<file path="src/rtl/core/tpe_pkg.sv">
package tpe_pkg;

    localparam logic signed [31:0] START_Z = 32'sd13107;

    localparam logic [31:0] GAIN_RESET = 32'd558015;
    localparam logic [15:0] PRINT_FEED_RESET = 16'd1200;
    localparam logic [15:0] TRAVEL_FEED_RESET = 16'd3000;

    localparam int CFG_INDEX_W = 2;
    localparam logic [CFG_INDEX_W-1:0] REG_GAIN = 2'd0;
    localparam logic [CFG_INDEX_W-1:0] REG_PRINT_FEED = 2'd1;
    localparam logic [CFG_INDEX_W-1:0] REG_TRAVEL_FEED = 2'd2;

    localparam int RAD_W = 66;
    localparam int ROOT_W = 33;
    localparam int REM_W = 36;
    localparam logic [47:0] EXT_MAX = '1;

    typedef struct packed {
        logic [31:0] dx;
        logic [31:0] dy;
        logic [31:0] dz;
        logic [31:0] pos_x;
        logic [31:0] pos_y;
        logic [31:0] pos_z;
        logic [15:0] feed;
        logic        extrude;
    } move_t;

    typedef enum logic [2:0] {
        B_IDLE,
        B_SQ,
        B_ROOT,
        B_MUL,
        B_ACC,
        B_OUT
    } back_state_t;

    function automatic logic [31:0] mag33(input logic [32:0] v);
        logic [32:0] n;
        n = v[32] ? (33'd0 - v) : v;
        return n[31:0];
    endfunction

    function automatic logic [31:0] sat33(input logic [32:0] v);
        logic [31:0] r;
        if (v[32] != v[31]) begin
            r = v[32] ? 32'h8000_0000 : 32'h7FFF_FFFF;
        end else begin
            r = v[31:0];
        end
        return r;
    endfunction

endpackage

</file>
<file path="src/rtl/core/tpe_front.sv">
module tpe_front (
    input  logic               aclk,
    input  logic               aresetn,
    input  logic               s_valid,
    output logic               s_ready,
    input  logic               s_action,
    input  logic [31:0]        s_coord_x,
    input  logic [31:0]        s_coord_y,
    input  logic [31:0]        s_coord_z,
    input  logic               s_keep_z,
    input  logic               s_extrude,
    input  logic [15:0]        print_feed,
    input  logic [15:0]        travel_feed,
    input  logic               q_full,
    output logic               q_push,
    output tpe_pkg::move_t     q_data
);

    logic [31:0] cur_x_reg, cur_y_reg, cur_z_reg;
    logic [32:0] cx, cy, cz, ix, iy, iz;
    tpe_pkg::move_t mv;

    assign s_ready = !q_full;
    assign q_push  = s_valid && s_ready;
    assign q_data  = mv;

    always_comb begin
        cx = {cur_x_reg[31], cur_x_reg};
        cy = {cur_y_reg[31], cur_y_reg};
        cz = {cur_z_reg[31], cur_z_reg};
        ix = {s_coord_x[31], s_coord_x};
        iy = {s_coord_y[31], s_coord_y};
        iz = {s_coord_z[31], s_coord_z};
        mv = '0;
        mv.feed = s_extrude ? print_feed : travel_feed;
        mv.extrude = s_extrude;
        if (s_action) begin
            mv.dx = tpe_pkg::mag33(ix);
            mv.dy = tpe_pkg::mag33(iy);
            mv.dz = tpe_pkg::mag33(iz);
            mv.pos_x = tpe_pkg::sat33(cx + ix);
            mv.pos_y = tpe_pkg::sat33(cy + iy);
            mv.pos_z = tpe_pkg::sat33(cz + iz);
        end else begin
            mv.dx = tpe_pkg::mag33(cx - ix);
            mv.dy = tpe_pkg::mag33(cy - iy);
            mv.pos_x = s_coord_x;
            mv.pos_y = s_coord_y;
            if (s_keep_z) begin
                mv.dz = '0;
                mv.pos_z = cur_z_reg;
            end else begin
                mv.dz = tpe_pkg::mag33(cz - iz);
                mv.pos_z = s_coord_z;
            end
        end
    end

    always_ff @(posedge aclk) begin
        if (!aresetn) begin
            cur_x_reg <= '0;
            cur_y_reg <= '0;
            cur_z_reg <= tpe_pkg::START_Z;
        end else if (q_push) begin
            cur_x_reg <= mv.pos_x;
            cur_y_reg <= mv.pos_y;
            cur_z_reg <= mv.pos_z;
        end
    end

endmodule

</file>
<file path="config.mk">
export PLATFORM = sky130hd
export DESIGN_NAME = tpe_front
export DESIGN_NICKNAME = d
export VERILOG_FILES = /design/src/rtl/core/tpe_pkg.sv /design/src/rtl/core/tpe_front.sv
export SDC_FILE = /design/constraint.sdc
export NUM_CORES = 1
export LEC_CHECK = 0
export BUFFER_PORTS_ARGS = -buffer_cell sky130_fd_sc_hd__buf_2
export CAP_MARGIN = 20
export CORE_MARGIN = 2
export CORE_UTILIZATION = 40
export CTS_BUF_LIST = sky130_fd_sc_hd__clkbuf_8
export CTS_CLUSTER_DIAMETER = 60
export DETAILED_ROUTE_END_ITERATION = 6
export GPL_ROUTABILITY_DRIVEN = 0
export PLACE_DENSITY = 0.71
export RECOVER_POWER = 50
export SLEW_MARGIN = 30
export SYNTH_ARGS = -nofsm -noshare
export SYNTH_HDL_FRONTEND = slang
export SYNTH_SLANG_ARGS = --single-unit
</file>
<file path="constraint.sdc">
create_clock -name aclk -period 8.2 [get_ports aclk]
set_input_delay 0.41 -clock aclk [delete_from_list [all_inputs] [get_ports aclk]]
set_output_delay 0.41 -clock aclk [all_outputs]
set_load 0.05 [all_outputs]
</file>
# After elaboration in Yosys (flattened, before gate mapping)

Index checks and enable logic that the tools add are counted.

Output and inout port bits: 211
Bits of input ports: 135
Bits in registers: 96

Eq/ne operators: 3
Muxes and demuxes: 16
$add $sub $neg: 12
Reductions and logical operators: 2

Operators by type and width:

| operator                                                            | number |
|---|---|
| 32-bit 2-to-1 mux                                                   | 14 |
| 192-bit 2-to-1 mux                                                  | 1 |
| 1-bit by 32-bit subtractor with 32-bit output, first input constant | 6 |
| 32-bit by 32-bit adder with 33-bit output                           | 3 |
| 32-bit by 32-bit subtractor with 33-bit output                      | 3 |
| 16-bit 2-to-1 mux                                                   | 1 |
| 1-bit inequality test                                               | 3 |
| 1-bit logical AND                                                   | 1 |
| 1-bit zero test                                                     | 1 |

# Longest topological paths before layout

Word-level depth: 5
Depth in mapped cells: 25

# Worst setup path after synthesis

OpenSTA, ideal clock, no wires.

Path type: input -> output
From: input s_coord_y[1]
To: output q_data[54] (netlist name)
Stages on the path: 23
Data arrival time: 5286 ps
Data required time: 7790 ps
Slack: 2504 ps
Cells stage by stage: inv_1 -> ha_1 -> nand2b_1 -> a2111o_1 -> a311oi_1 -> a311oi_1 -> o41ai_1 -> a31oi_1 -> o211ai_1 -> o41ai_1 -> nor2_1 -> nor2_1 -> o21bai_1 -> xnor2_1 -> ha_1 -> clkbuf_1 -> nand2_1 -> nor2_1 -> a32o_1 -> a41oi_1 -> clkbuf_1 -> o211ai_1 -> o21ai_1

RTL lines:

| item        | line            | text |
|---|---|---|
| from (decl) | tpe_front.sv:8  | `input logic [31:0] s_coord_y,` |
| to (decl)   | tpe_front.sv:16 | `output tpe_pkg::move_t q_data` |

==> metrics.txt <==
outcome finished, violations left; failing checks max-capacitance violations, max-slew violations; port bufs 345; die width 233 um; clock slew at reported path FFs 0.13 ns; layout cells sized above 1 11.5%; Synth Flop Type dfxtp_1; number of CTS-inserted buffers 9; Starting Density 40.2%; Worst path slowest cell clkbuf_1; Slew @ Worst Pin 1.84 ns; DP Area 23000 um2; minimum clock period 7.36 ns; Rows 84; antenna viol nets, final 0; P&R area growth vs syn 9.52%; gr ovfl total 0; CTS tree done; Global Route met3 Usage 4.75%; syn avg cell area 6.81 um2; Core Region 52300 um2; Final Skew 0.0173 ns; Clock Path Buffers 2; largest net degree at the start of global routing 94; final hold viol count 0; Ys Warns 0; DR vias/cell 6.04; vias 24.0k; CP Cell Sequence ha_1, inv_1, fa_1, o21bai_1, a21oi_1, o211ai_1, a41oi_1, o21bai_1, a211oi_1, or4_1, o21a_1, ha_1, clkbuf_1, nand2b_1, a22oi_1, buf_2; worst hold path class in2reg; CTS sink cnt 96; I/O pin cnt 346; initial DRC count 2410; post-synthesis cell count 3093; MaxCap Viol Count 4; CP Buf/Inv Count 3; Cell variety after synth 96; Pleak 9.79 nW; pwr dens 171 nW/um2; Tcrit/Tclk final 89.7%; Worst setup SP type flip-flop; initial antenna violation count 1; top-count cell post-synth a21oi_1; # fillers 5613; CP arrival 6.95 ns; peak supply drop 0.000215 V; Final Net Count 3620; Async SR Flop Fraction 0%; cell class contributing the biggest share of worst-path delay compound AO/OA/AOI/OAI gates; cts hold-fix bufs 0; vias in the first global route 21.5k; CTS root buf clkbuf_8; met2 usage 44.6%; synth top area cells ha_1 (12%), xnor2_1 (11%), dfxtp_1 (9.1%), a21oi_1 (6.8%), o21ai_0 (6.0%); Max Fclk 0.136 GHz; global-route met1 utilization 36.9%; drt drc 0; crit end category output pin; Die H 233 um; wirelength, routed 78300 um; first-pass GRT wire length 120000 um; total die area 54500 um2; overall power 3.95 mW; post-CTS setup buffer count 0; Synth area leader ha_1; synth cell count leaders a21oi_1 (288), nor2_1 (282), xnor2_1 (263); critical path class reg2out; All-Layer GR Usage 27.5%; synthesized net count 3438; Crit path required time 7.79 ns; Netlist Area Pre-Place 21100 um2; Post-synth EDFFs 0; share of the synthesized area in the top cell type 12.1%; # resized after CTS 0; detailed placement HPWL 60100 um; setup repair after global routing missed its margin false; later-pin clock latency in the skew report 0.49 ns; H-tree level count 3; Most Used Layer, Global Route met2; total negative slack 0 ns; Crit Path Max Fanout 28; setup violators final 0; Seq/Total Area, Yosys 9.12%; Slew headroom -23.2%; design area 23100 um2; 1st-pass router iterations 5; #FFs+latches synth 96; crit-path max cell delay 1.12 ns; Final Max Slew Viols 89; DR WL/cell 19.7 um
worst reg2reg max path, stage by stage (launching register included):
cell	delay, ns
dfxtp_1	0.39
ha_1	0.20
inv_1	0.06
fa_1	0.39
o21bai_1	0.15
a21oi_1	0.15
o211ai_1	0.26
a41oi_1	0.24
o21bai_1	0.33
a211oi_1	0.24
or4_1	0.59
o21a_1	0.18
ha_1	0.44
clkbuf_1	1.12
nand2b_1	0.81
a22oi_1	0.56
nand2_1	0.10
a21oi_1	0.16
kinds of logic (layout without fill, tap and decap cells):
family | count (synthesis) | count (layout) | share of synthesized area, %
adders and majority gates | 210 | 210 | 12.7
muxes | 51 | 51 | 2.52
xor gates and xnor gates | 339 | 339 | 14.1
and+or+nand+nor | 893 | 893 | 20.3
DFF | 96 | 96 | 9.12
buffers and inverters | 410 | 597 | 7.60
AOI/OAI and AO/OA | 1094 | 1094 | 33.7
other | 0 | 1 | 0
final cells by class:
cell class	count	area, um2	area share (%)
Antenna cell	1	2.50	0.0108
Clock buffer	9	124	0.537
Clock inverter	7	60.1	0.260
Inverter	215	810	3.51
Multi-Input combinational cell	2587	17500	76.0
Sequential cell	96	1920	8.33
Tap cell	688	861	3.73
Timing Repair Buffer	366	1760	7.63
layer usage:
| metal | wire [um] | vias to the layer above |
|---|---|---|
| met5 | 0 | - |
| met4 | 2630 | 0 |
| met3 | 6840 | 173 |
| met2 | 35300 | 1144 |
| met1 | 33500 | 11200 |
| li1 | - | 11500 |
layout by cell type, fill, tap and decap left out, types with 18 or more instances in the layout:
master / netlist / layout
nor2b_1: 23 / 23
o21bai_1: 50 / 50
xnor2_1: 263 / 263
a211oi_1: 23 / 24
nand3_1: 49 / 49
a21o_1: 50 / 50
inv_1: 206 / 206
o21a_1: 21 / 21
o21ba_2: 22 / 20
a21oi_1: 288 / 289
mux2i_1: 34 / 34
nand2_1: 242 / 241
and3_1: 18 / 18
nand2b_1: 32 / 32
o31ai_1: 53 / 53
or3_1: 27 / 27
buf_2: 22 / 244
dfxtp_1: 96 / 96
nor3_1: 71 / 71
o22ai_1: 62 / 62
nor2_1: 282 / 282
xor2_1: 75 / 75
o211ai_1: 45 / 45
o21ai_0: 251 / 251
clkbuf_1: 152 / 103
nand4_1: 31 / 31
or4_1: 28 / 28
a31oi_1: 47 / 46
ha_1: 204 / 204
nor4_1: 21 / 21
stage by stage:
stage	hold slack (ns)	cells	setup slack (ns)	utilization, %
2_1_floorplan	0.449	3093	2.50	-
3_3_place_gp	0.466	3952	1.82	44.0
3_5_place_dp	0.471	3952	1.69	44.0
4_1_cts	0.198	3968	1.45	44.4
5_1_grt	0.218	3968	0.591	44.1
6_report	0.229	3969	0.842	44.1
final timing paths:
kind | from | to | slack [ns] | cells past startpoint
setup / recovery | cur_z_reg[0] | q_data[23] | 0.84 | 16
hold / removal | s_coord_y[30] | cur_y_reg[30] | 0.23 | 3
setup reg to reg | cur_z_reg[0] | cur_z_reg[6] | 1.74 | 17
hold reg to reg | cur_x_reg[4] | cur_x_reg[4] | 0.49 | 2
where the power goes:
part           leakage (nW)  internal [mW]  switching (mW)  total [mW]
logic                  8.91          0.872            2.17        3.04
registers             0.789          0.503          0.0380       0.541
clock network        0.0965          0.116           0.247       0.363
total                  9.79           1.49            2.46        3.95
(Power assumes the default switching activity.)
