--- src/rtl/core/tpe_pkg.sv ---
package tpe_pkg;

    localparam logic signed [31:0] START_Z = 32'sd13107;

    localparam logic [31:0] GAIN_RESET = 32'd558015;
    localparam logic [15:0] PRINT_FEED_RESET = 16'd1200;
    localparam logic [15:0] TRAVEL_FEED_RESET = 16'd3000;

    localparam int CFG_INDEX_W = 2;
    localparam logic [CFG_INDEX_W-1:0] REG_GAIN = 2'd0;
    localparam logic [CFG_INDEX_W-1:0] REG_PRINT_FEED = 2'd1;
    localparam logic [CFG_INDEX_W-1:0] REG_TRAVEL_FEED = 2'd2;

    localparam int RAD_W = 66;
    localparam int ROOT_W = 33;
    localparam int REM_W = 36;
    localparam logic [47:0] EXT_MAX = '1;

    typedef struct packed {
        logic [31:0] dx;
        logic [31:0] dy;
        logic [31:0] dz;
        logic [31:0] pos_x;
        logic [31:0] pos_y;
        logic [31:0] pos_z;
        logic [15:0] feed;
        logic        extrude;
    } move_t;

    typedef enum logic [2:0] {
        B_IDLE,
        B_SQ,
        B_ROOT,
        B_MUL,
        B_ACC,
        B_OUT
    } back_state_t;

    function automatic logic [31:0] mag33(input logic [32:0] v);
        logic [32:0] n;
        n = v[32] ? (33'd0 - v) : v;
        return n[31:0];
    endfunction

    function automatic logic [31:0] sat33(input logic [32:0] v);
        logic [31:0] r;
        if (v[32] != v[31]) begin
            r = v[32] ? 32'h8000_0000 : 32'h7FFF_FFFF;
        end else begin
            r = v[31:0];
        end
        return r;
    endfunction

endpackage

--- src/rtl/core/tpe_queue.sv ---
module tpe_queue (
    input  logic               aclk,
    input  logic               aresetn,
    input  logic               push,
    input  tpe_pkg::move_t     push_data,
    input  logic               pop,
    output tpe_pkg::move_t     pop_data,
    output logic               full,
    output logic               empty
);

    tpe_pkg::move_t mem_reg [2];
    logic       wr_ptr_reg, rd_ptr_reg;
    logic [1:0] count_reg;

    assign full     = count_reg == 2'd2;
    assign empty    = count_reg == 2'd0;
    assign pop_data = mem_reg[rd_ptr_reg];

    always_ff @(posedge aclk) begin
        if (push) begin
            mem_reg[wr_ptr_reg] <= push_data;
        end
    end

    always_ff @(posedge aclk) begin
        if (!aresetn) begin
            wr_ptr_reg <= 1'b0;
            rd_ptr_reg <= 1'b0;
            count_reg  <= '0;
        end else begin
            if (push) begin
                wr_ptr_reg <= !wr_ptr_reg;
            end
            if (pop) begin
                rd_ptr_reg <= !rd_ptr_reg;
            end
            if (push && !pop) begin
                count_reg <= count_reg + 2'd1;
            end else if (pop && !push) begin
                count_reg <= count_reg - 2'd1;
            end
        end
    end

endmodule

--- config.mk ---
export PLATFORM = sky130hd
export DESIGN_NAME = tpe_queue
export DESIGN_NICKNAME = d
export VERILOG_FILES = /design/src/rtl/core/tpe_pkg.sv /design/src/rtl/core/tpe_queue.sv
export SDC_FILE = /design/constraint.sdc
export NUM_CORES = 1
export LEC_CHECK = 0
export BUFFER_PORTS_ARGS = -buffer_cell sky130_fd_sc_hd__buf_2
export CAP_MARGIN = 5
export CORE_MARGIN = 5
export CORE_UTILIZATION = 52
export CTS_CLUSTER_DIAMETER = 30
export DETAILED_ROUTE_END_ITERATION = 10
export GPL_TIMING_DRIVEN = 0
export HOLD_SLACK_MARGIN = 0.05
export PLACE_DENSITY = 0.79
export SYNTH_ARGS = -nofsm -noshare
export SYNTH_HDL_FRONTEND = slang
export SYNTH_SLANG_ARGS = --single-unit
--- constraint.sdc ---
create_clock -name aclk -period 13.7 [get_ports aclk]
set_input_delay 0.685 -clock aclk [delete_from_list [all_inputs] [get_ports aclk]]
set_output_delay 0.685 -clock aclk [all_outputs]
set_load 0.01 [all_outputs]
* Word-level counts from Yosys, hierarchy flattened
Memories as Yosys holds them, arrays and structs flattened. A register that Yosys moved wholly into a read port is not among the register bits.
Cells that the tools add are included.
** Word-level totals
- Logic and storage cells :: 21
- Input port bits :: 213
- RAM bits :: 418
- Output and inout bits :: 211
- Register bits after elaboration :: 4
- Memories kept :: 1
** Cells by class
- Mux-type cells :: 6
- Add/sub/neg operators :: 2
- Reduce and logical (&&, ||, !) cells :: 8
- Eq/ne operators :: 1
** Memory list
- mem_reg :: depth 2, bits a word 209, read ports 1, clocked after Yosys merged registers in 1, write ports 1, line tpe_queue.sv:12 : tpe_pkg::move_t mem_reg [2];
** Operators with widths (count)
- $logic_not 1->1 :: 4
- $mux 1 :: 4
- $mux 2 :: 2
- $add 2x1->2 const B :: 1
- $eq 2x2->1 const B :: 1
- $logic_and 1x1->1 :: 2
- $logic_not 2->1 :: 1
- $reduce_bool 2->1 :: 1
- $sub 2x1->2 const B :: 1

* Longest topological paths before layout
Gate-level depths: netlist of run 1.
- Depth after elaboration :: 4
- Gate-level depth with buffers :: 5

* Least setup slack after synthesis of run 1
No wires, ideal clock.
- Path type :: input to register
- From :: input push
- To :: register wr_ptr_reg
- Data required time :: 13599 ps
- Path slack :: 3151 ps
- Library setup time :: 101 ps
- Path buffers :: 0
- Cell stages on the path :: 2
- Data arrival time :: 10448 ps
- Cells stage by stage :: nor2b_1 > o21a_1
** RTL lines
- start, declared :: line tpe_queue.sv:4 : input logic push,
- end signal, assigned :: line tpe_queue.sv:33 : wr_ptr_reg <= !wr_ptr_reg;
- end, declared :: line tpe_queue.sv:13 : logic wr_ptr_reg, rd_ptr_reg;

==> metrics.txt, run 1 <==
vias in the first global route=9202; Max-cap violations=0; reg2reg setup slack=11.73 ns; Global Route met2 Usage=35.4%; met3 GRT Util=9.20%; CP arrival=2.06 ns; vias per cell=5.15; Netlist cell types=19; initial antenna violation count=10; Power Total=0.00375 W; Slew Limit Fails=0; #FFs+latches synth=423; Leak=8.35 nW; Synth Instances=672; Syn Nets=886; crit path cell chain=buf_6 > buf_6 > buf_8 > mux2_4 > buf_2; share of layout cells above drive strength 1=63.9%; Hold EP=mem_reg[1][20]; register area=0.0127 mm2; r2r startpoint=wr_ptr_reg; total grt overflow=0; area growth from synthesis to layout=35.2%; Final period util=20.0%; post_cts resized=0; max reg flops=418; # setup viols final=0; RSZ-0062 raised after global routing=no; Site Rows=63; status=completed; initial drt markers=447; slew margin rel.=56.9%; Setup Fix Bufs, Post-CTS=0; setup TNS=0 ns; CP Data Required Time=13.02 ns; power per standard cell area=176 mW/mm2; most crowded layer after global routing=met2; Least-Margin Pin Slew=0.645 ns; total CTS buffers=77; clk_skew=0.0299 ns; post-synthesis cell area=0.0157 mm2; Worst-path clk slew=0.05 ns; later-pin clock latency in the skew report=0.55 ns; DIE HEIGHT=184 um; cts hold-fix bufs=0; Final HPWL DP=24900 um; maximum net fanout on the critical path=10; Filler Cell Count=1738; Crit path top cell by count=buf_6; clk root buf=clkbuf_16; final core occ=71.6%; via count=8467; reg2reg path depth=4; Finished Cell Area=0.0213 mm2; clk sinks=423; largest net degree at the start of global routing=67; area leader, netlist=edfxtp_1; area of the multi-input gates=0.00285 mm2; DR DRC count=0; # H-tree levels=3; CP max stage delay=0.35 ns; crit path kind=flop to primary output; capturing point of the worst reg2reg path=mem_reg[0][31]; CP endpoint kind=primary output; # nets final=1398; # port buffers=423; ANT nets after route=0; GRT Total Usage=20.5%; CP startpoint kind=flop; hold depth=1; Starting Density=52.9%; Max clock buf depth=3; register area share after synthesis=80.4%; # IOs=424; global-route wire length before repair=52500 um; mean post-synth cell area=23.4 um2; Syn. warnings=0; Placed Area=0.0186 mm2; routed wire length=36000 um; Routability Congestion=0.744; CTS tree=built; hold_sp=push_data[20]; crit path time final=2.74 ns; DIE AREA=0.0338 mm2; Peak VDD IR=0.152 mV; grt met1 use=22.1%; Hold Fails Final Rpt=0; Worst Hold Class=input port to flop; Synth top area share=79.8%; WL/cell=21.9 um; synth top area cells=edfxtp_1 (80%), mux2_4 (9.5%), mux2_2 (7.8%); Die X=184 um; slowest CP cell=dfxtp_1; DRT Pass-1 Iters=5; Max Clock Freq=0.364 GHz; Core ar.=0.0297 mm2
-- final cells by class --
class / count / share of cell area (%)
buffer: 23 / 1.08
clock inverter: 60 / 3.49
multi-input combinational: 225 / 13.4
inverter: 1 / 0.0176
tap: 390 / 2.29
timing repair buffer: 433 / 11.0
sequential: 423 / 59.5
antenna: 8 / 0.0941
clock buffer: 81 / 9.13
-- report_power, final --
group / internal [W] / switching [W]
clock: 0.00124 / 0.000656
sequential: 0.00150 / 0.0000173
combinational: 0.000166 / 0.000172
-- kinds of logic after synthesis --
group,share of synthesized area [%]
simple gates,0.342
mux,17.4
flops,80.4
buf+inv,1.49
compound gates,0.127
fa+ha+maj,0.0795
xor+xnor,0.167
-- placed cells by master (no fill, tap or decap) --
| cell type | count |
|---|---|
| buf_2 | 433 |
| edfxtp_1 | 418 |
| mux2_2 | 109 |
| mux2_4 | 100 |
| clkbuf_16 | 77 |
| inv_6 | 11 |
| clkinvlp_4 | 11 |
| buf_8 | 10 |
| bufinv_16 | 10 |
| clkinv_4 | 9 |
| diode_2 | 8 |
| clkinv_1 | 8 |
| clkinv_2 | 7 |
| buf_12 | 7 |
| dfxtp_1 | 5 |
| clkinv_16 | 4 |
| clkbuf_1 | 4 |
| and2_1 | 3 |
| buf_16 | 3 |
| buf_6 | 2 |
| xor2_1 | 2 |
| nor2b_1 | 2 |
| buf_4 | 1 |
| nor2_1 | 1 |
| inv_1 | 1 |
| and2_4 | 1 |
| nor2b_4 | 1 |
| xnor2_1 | 1 |
| o21a_1 | 1 |
| o21ai_0 | 1 |
| or3_1 | 1 |
| a21boi_0 | 1 |
| ha_1 | 1 |
-- synthesized netlist by cell type, drive strengths merged --
cell,n
inv,1
o21ai,1
nor2b,3
mux2,209
and2,4
or3,1
dfxtp,5
xor2,2
nor2,1
ha,1
edfxtp,418
buf,23
xnor2,1
o21a,1
a21boi,1
-- per-layer routing --
layer,part of all wire [%],up-vias
met3,12,80
met4,2.9,8
met5,0.17,-
met2,51,449
li1,-,3757
met1,34,4173
-- worst max-delay path: cells and delay by family, from the launching register on --
family	cells	cell delay, ns
buf+inv	4	0.80
flops	1	0.35
mux	1	0.33
-- per-stage QoR --
stage               hold slack (ns)  setup WS, ns  instances
CTS                           0.271         10.89       1636
detailed placement            0.540         11.19       1495
global route                  0.270         10.88       1640
finish                        0.301         10.96       1644
floorplan                     0.473          3.15        672
global placement              0.491         -2.29       1485
-- worst max path at each step --
stage / startpoint / end / slack [ns] / cells past startpoint
final: flop / pop_data[92] / 10.96 / 5
after global routing: flop / pop_data[92] / 10.88 / 5
after CTS: flop / pop_data[92] / 10.89 / 5
after detailed placement: push / mem_reg[0][169] / 11.19 / 5
after global placement: push / wr_ptr_reg / -2.29 / 3
after floorplan: push / wr_ptr_reg / 3.15 / 2
No activity file was read; power rests on OpenSTA's default activity.
==> run 2, diff against run 1 <==
--- a/config.mk
+++ b/config.mk
@@ -8,12 +8,12 @@
 export BUFFER_PORTS_ARGS = -buffer_cell sky130_fd_sc_hd__buf_2
 export CAP_MARGIN = 5
 export CORE_MARGIN = 5
-export CORE_UTILIZATION = 52
+export CORE_UTILIZATION = 47
 export CTS_CLUSTER_DIAMETER = 30
 export DETAILED_ROUTE_END_ITERATION = 10
 export GPL_TIMING_DRIVEN = 0
 export HOLD_SLACK_MARGIN = 0.05
-export PLACE_DENSITY = 0.79
+export PLACE_DENSITY = 0.75
 export SYNTH_ARGS = -nofsm -noshare
 export SYNTH_HDL_FRONTEND = slang
 export SYNTH_SLANG_ARGS = --single-unit
==> constraint.sdc (replaced) <==
create_clock -name aclk -period 2.35 [get_ports aclk]
set_input_delay 0.1175 -clock aclk [delete_from_list [all_inputs] [get_ports aclk]]
set_output_delay 0.1175 -clock aclk [all_outputs]
set_load 0.01 [all_outputs]
==> run 2 against run 1 <==
  * Clock skew fell by 0.0057 ns
  * Cell area up 13%
  * Worst hold slack worse by 0.063 ns
  * Setup slack got worse by 11 ns
  * Sequential power grew to 5.8 times the previous value
==> metrics.txt, run 2 (synthesis results as in run 1) <==
status=completed; total grt overflow=0; max reg flops=418; initial drt markers=471; ANT nets after route=0; vias in the first global route=10667; share of layout cells above drive strength 1=54.9%; later-pin clock latency in the skew report=0.61 ns; # nets final=1620; DIE AREA=0.0372 mm2; DR DRC count=0; switching pwr=0.00539 W; CP endpoint kind=primary output; crit path cell chain=buf_6 > buf_6 > buf_8 > mux2_4 > buf_2; # port buffers=423; # H-tree levels=3; power per standard cell area=1010 mW/mm2; Post-Place Cells=1554; CP arrival=2.08 ns; combinational power share=9.6%; DRT Pass-1 Iters=4; Internal Power=0.0189 W; sw frac=22.2%; # setup viols final=0; Final HPWL DP=23800 um; global-route wire length before repair=61700 um; Site Rows=67; Final period util=93.5%; register area=0.0127 mm2; Finished Layout Cells=1926; Power Total=0.0242 W; Crit path top cell by count=buf_6; Peak VDD IR=1.02 mV; most frequent cells in the layout=buf_2 (433), edfxtp_1 (418), dlygate4sd3_1 (213); maximum net fanout on the critical path=10; CTS tree=built; area growth from synthesis to layout=52.2%; Worst Hold Class=input port to flop; Leak=9.48 nW; total CTS buffers=85; Routability Congestion=0.721; CP max stage delay=0.34 ns; Least-Margin Pin Slew=0.644 ns; Filler Cell Count=1864; Starting Density=47.3%; WL/cell=22.4 um; clk root buf=clkbuf_16; CP Data Required Time=2.23 ns; Clk pwr share=53.8%; RSZ-0062 raised after global routing=no; clk_skew=0.0242 ns; clk sinks=423; vias per cell=4.97; largest net degree at the start of global routing=57; Max-cap violations=0; area of the multi-input gates=0.00285 mm2; CP startpoint kind=flop; Core ar.=0.0333 mm2; crit path kind=flop to primary output; slew margin rel.=56.9%; routed wire length=43100 um; GRT Total Usage=22.3%; via count=9577; # IOs=424; slowest CP cell=dfxtp_1; final core occ=71.9%; sequential power share=36.6%; Max Clock Freq=0.455 GHz; reg2reg setup slack=0.22 ns; initial antenna violation count=3; most common library cell in the layout ignoring fill and taps=buf_2; Worst-path clk slew=0.05 ns; setup TNS=0 ns; DIE HEIGHT=193 um; Die X=193 um; crit path time final=2.20 ns; family with the most delay on the worst path=buffers and inverters; Hold Fails Final Rpt=0; Max clock buf depth=3; Slew Limit Fails=0; buffer and inverter count on the worst path=4
-- run 2: cell count changes in the layout (fill, tap and decap cells not counted), moves of 4 or more --
| cell | delta |
|---|---|
| bufinv_16 | +10 |
| clkbuf_16 | +8 |
| clkinv_4 | -4 |
| diode_2 | -4 |
| dlygate4sd3_1 | +213 |
| inv_6 | -5 |
-- run 2: area by class of cell --
type	count	share of cell area, %
Clock buffer	91	8.98
Buffer	23	0.962
Multi-Input combinational cell	225	11.9
Timing Repair Buffer	647	18.8
Inverter	1	0.0157
Sequential cell	423	52.9
Antenna cell	4	0.0418
Tap cell	448	2.34
Clock inverter	64	4.11
-- run 2: metrics by stage --
step	area, um2	setup WS (ns)	hold WS, ns
5_1_grt	23900	0.0800	0.214
2_1_floorplan	15700	-1.49	0.216
6_report	23900	0.153	0.238
4_1_cts	23900	0.108	0.198
3_3_place_gp	18400	-3.20	0.304
3_5_place_dp	18700	0.206	0.308
-- run 2: power groups by stage --
stage | Sequential (W) | Clock [W] | Combinational [W]
2_1_floorplan | 0.00898 | 0 | 0.00111
3_3_place_gp | 0.00901 | 0 | 0.00188
3_5_place_dp | 0.00898 | 0 | 0.00198
4_1_cts | 0.00886 | 0.0131 | 0.00230
5_1_grt | 0.00889 | 0.0136 | 0.00246
6_report | 0.00887 | 0.0130 | 0.00233
-- run 2: worst reg2reg max path: stages, from the launching register on --
cell     delay (ns)
dfxtp_2        0.36
and2_4         0.50
buf_12         0.32
buf_16         0.28
buf_12         0.31
-- run 2: metal layers --
layer	vias up	share of wire, %	routed length (um)	track usage, %
met4	0	3.9	1690	10.9
met3	111	8.6	3710	7.78
li1	4206	-	-	-
met1	4764	34	14700	23.3
met2	496	53	23000	40.0
met5	-	0	0	0
-- run 2: repair_timing --
item,in CTS,in global routing
hold buffers,213,0
resized for setup,0,0
hold endpoints to repair,426,0
buffers inserted,0,0
-- run 2: path summary, 6_finish.rpt --
kind             startpoint         endpoint  cells after the start
max                    flop    pop_data[140]                      5
min          push_data[131]  mem_reg[1][131]                      2
max reg2reg      wr_ptr_reg  mem_reg[1][126]                      4
min reg2reg    count_reg[1]     count_reg[1]                      2
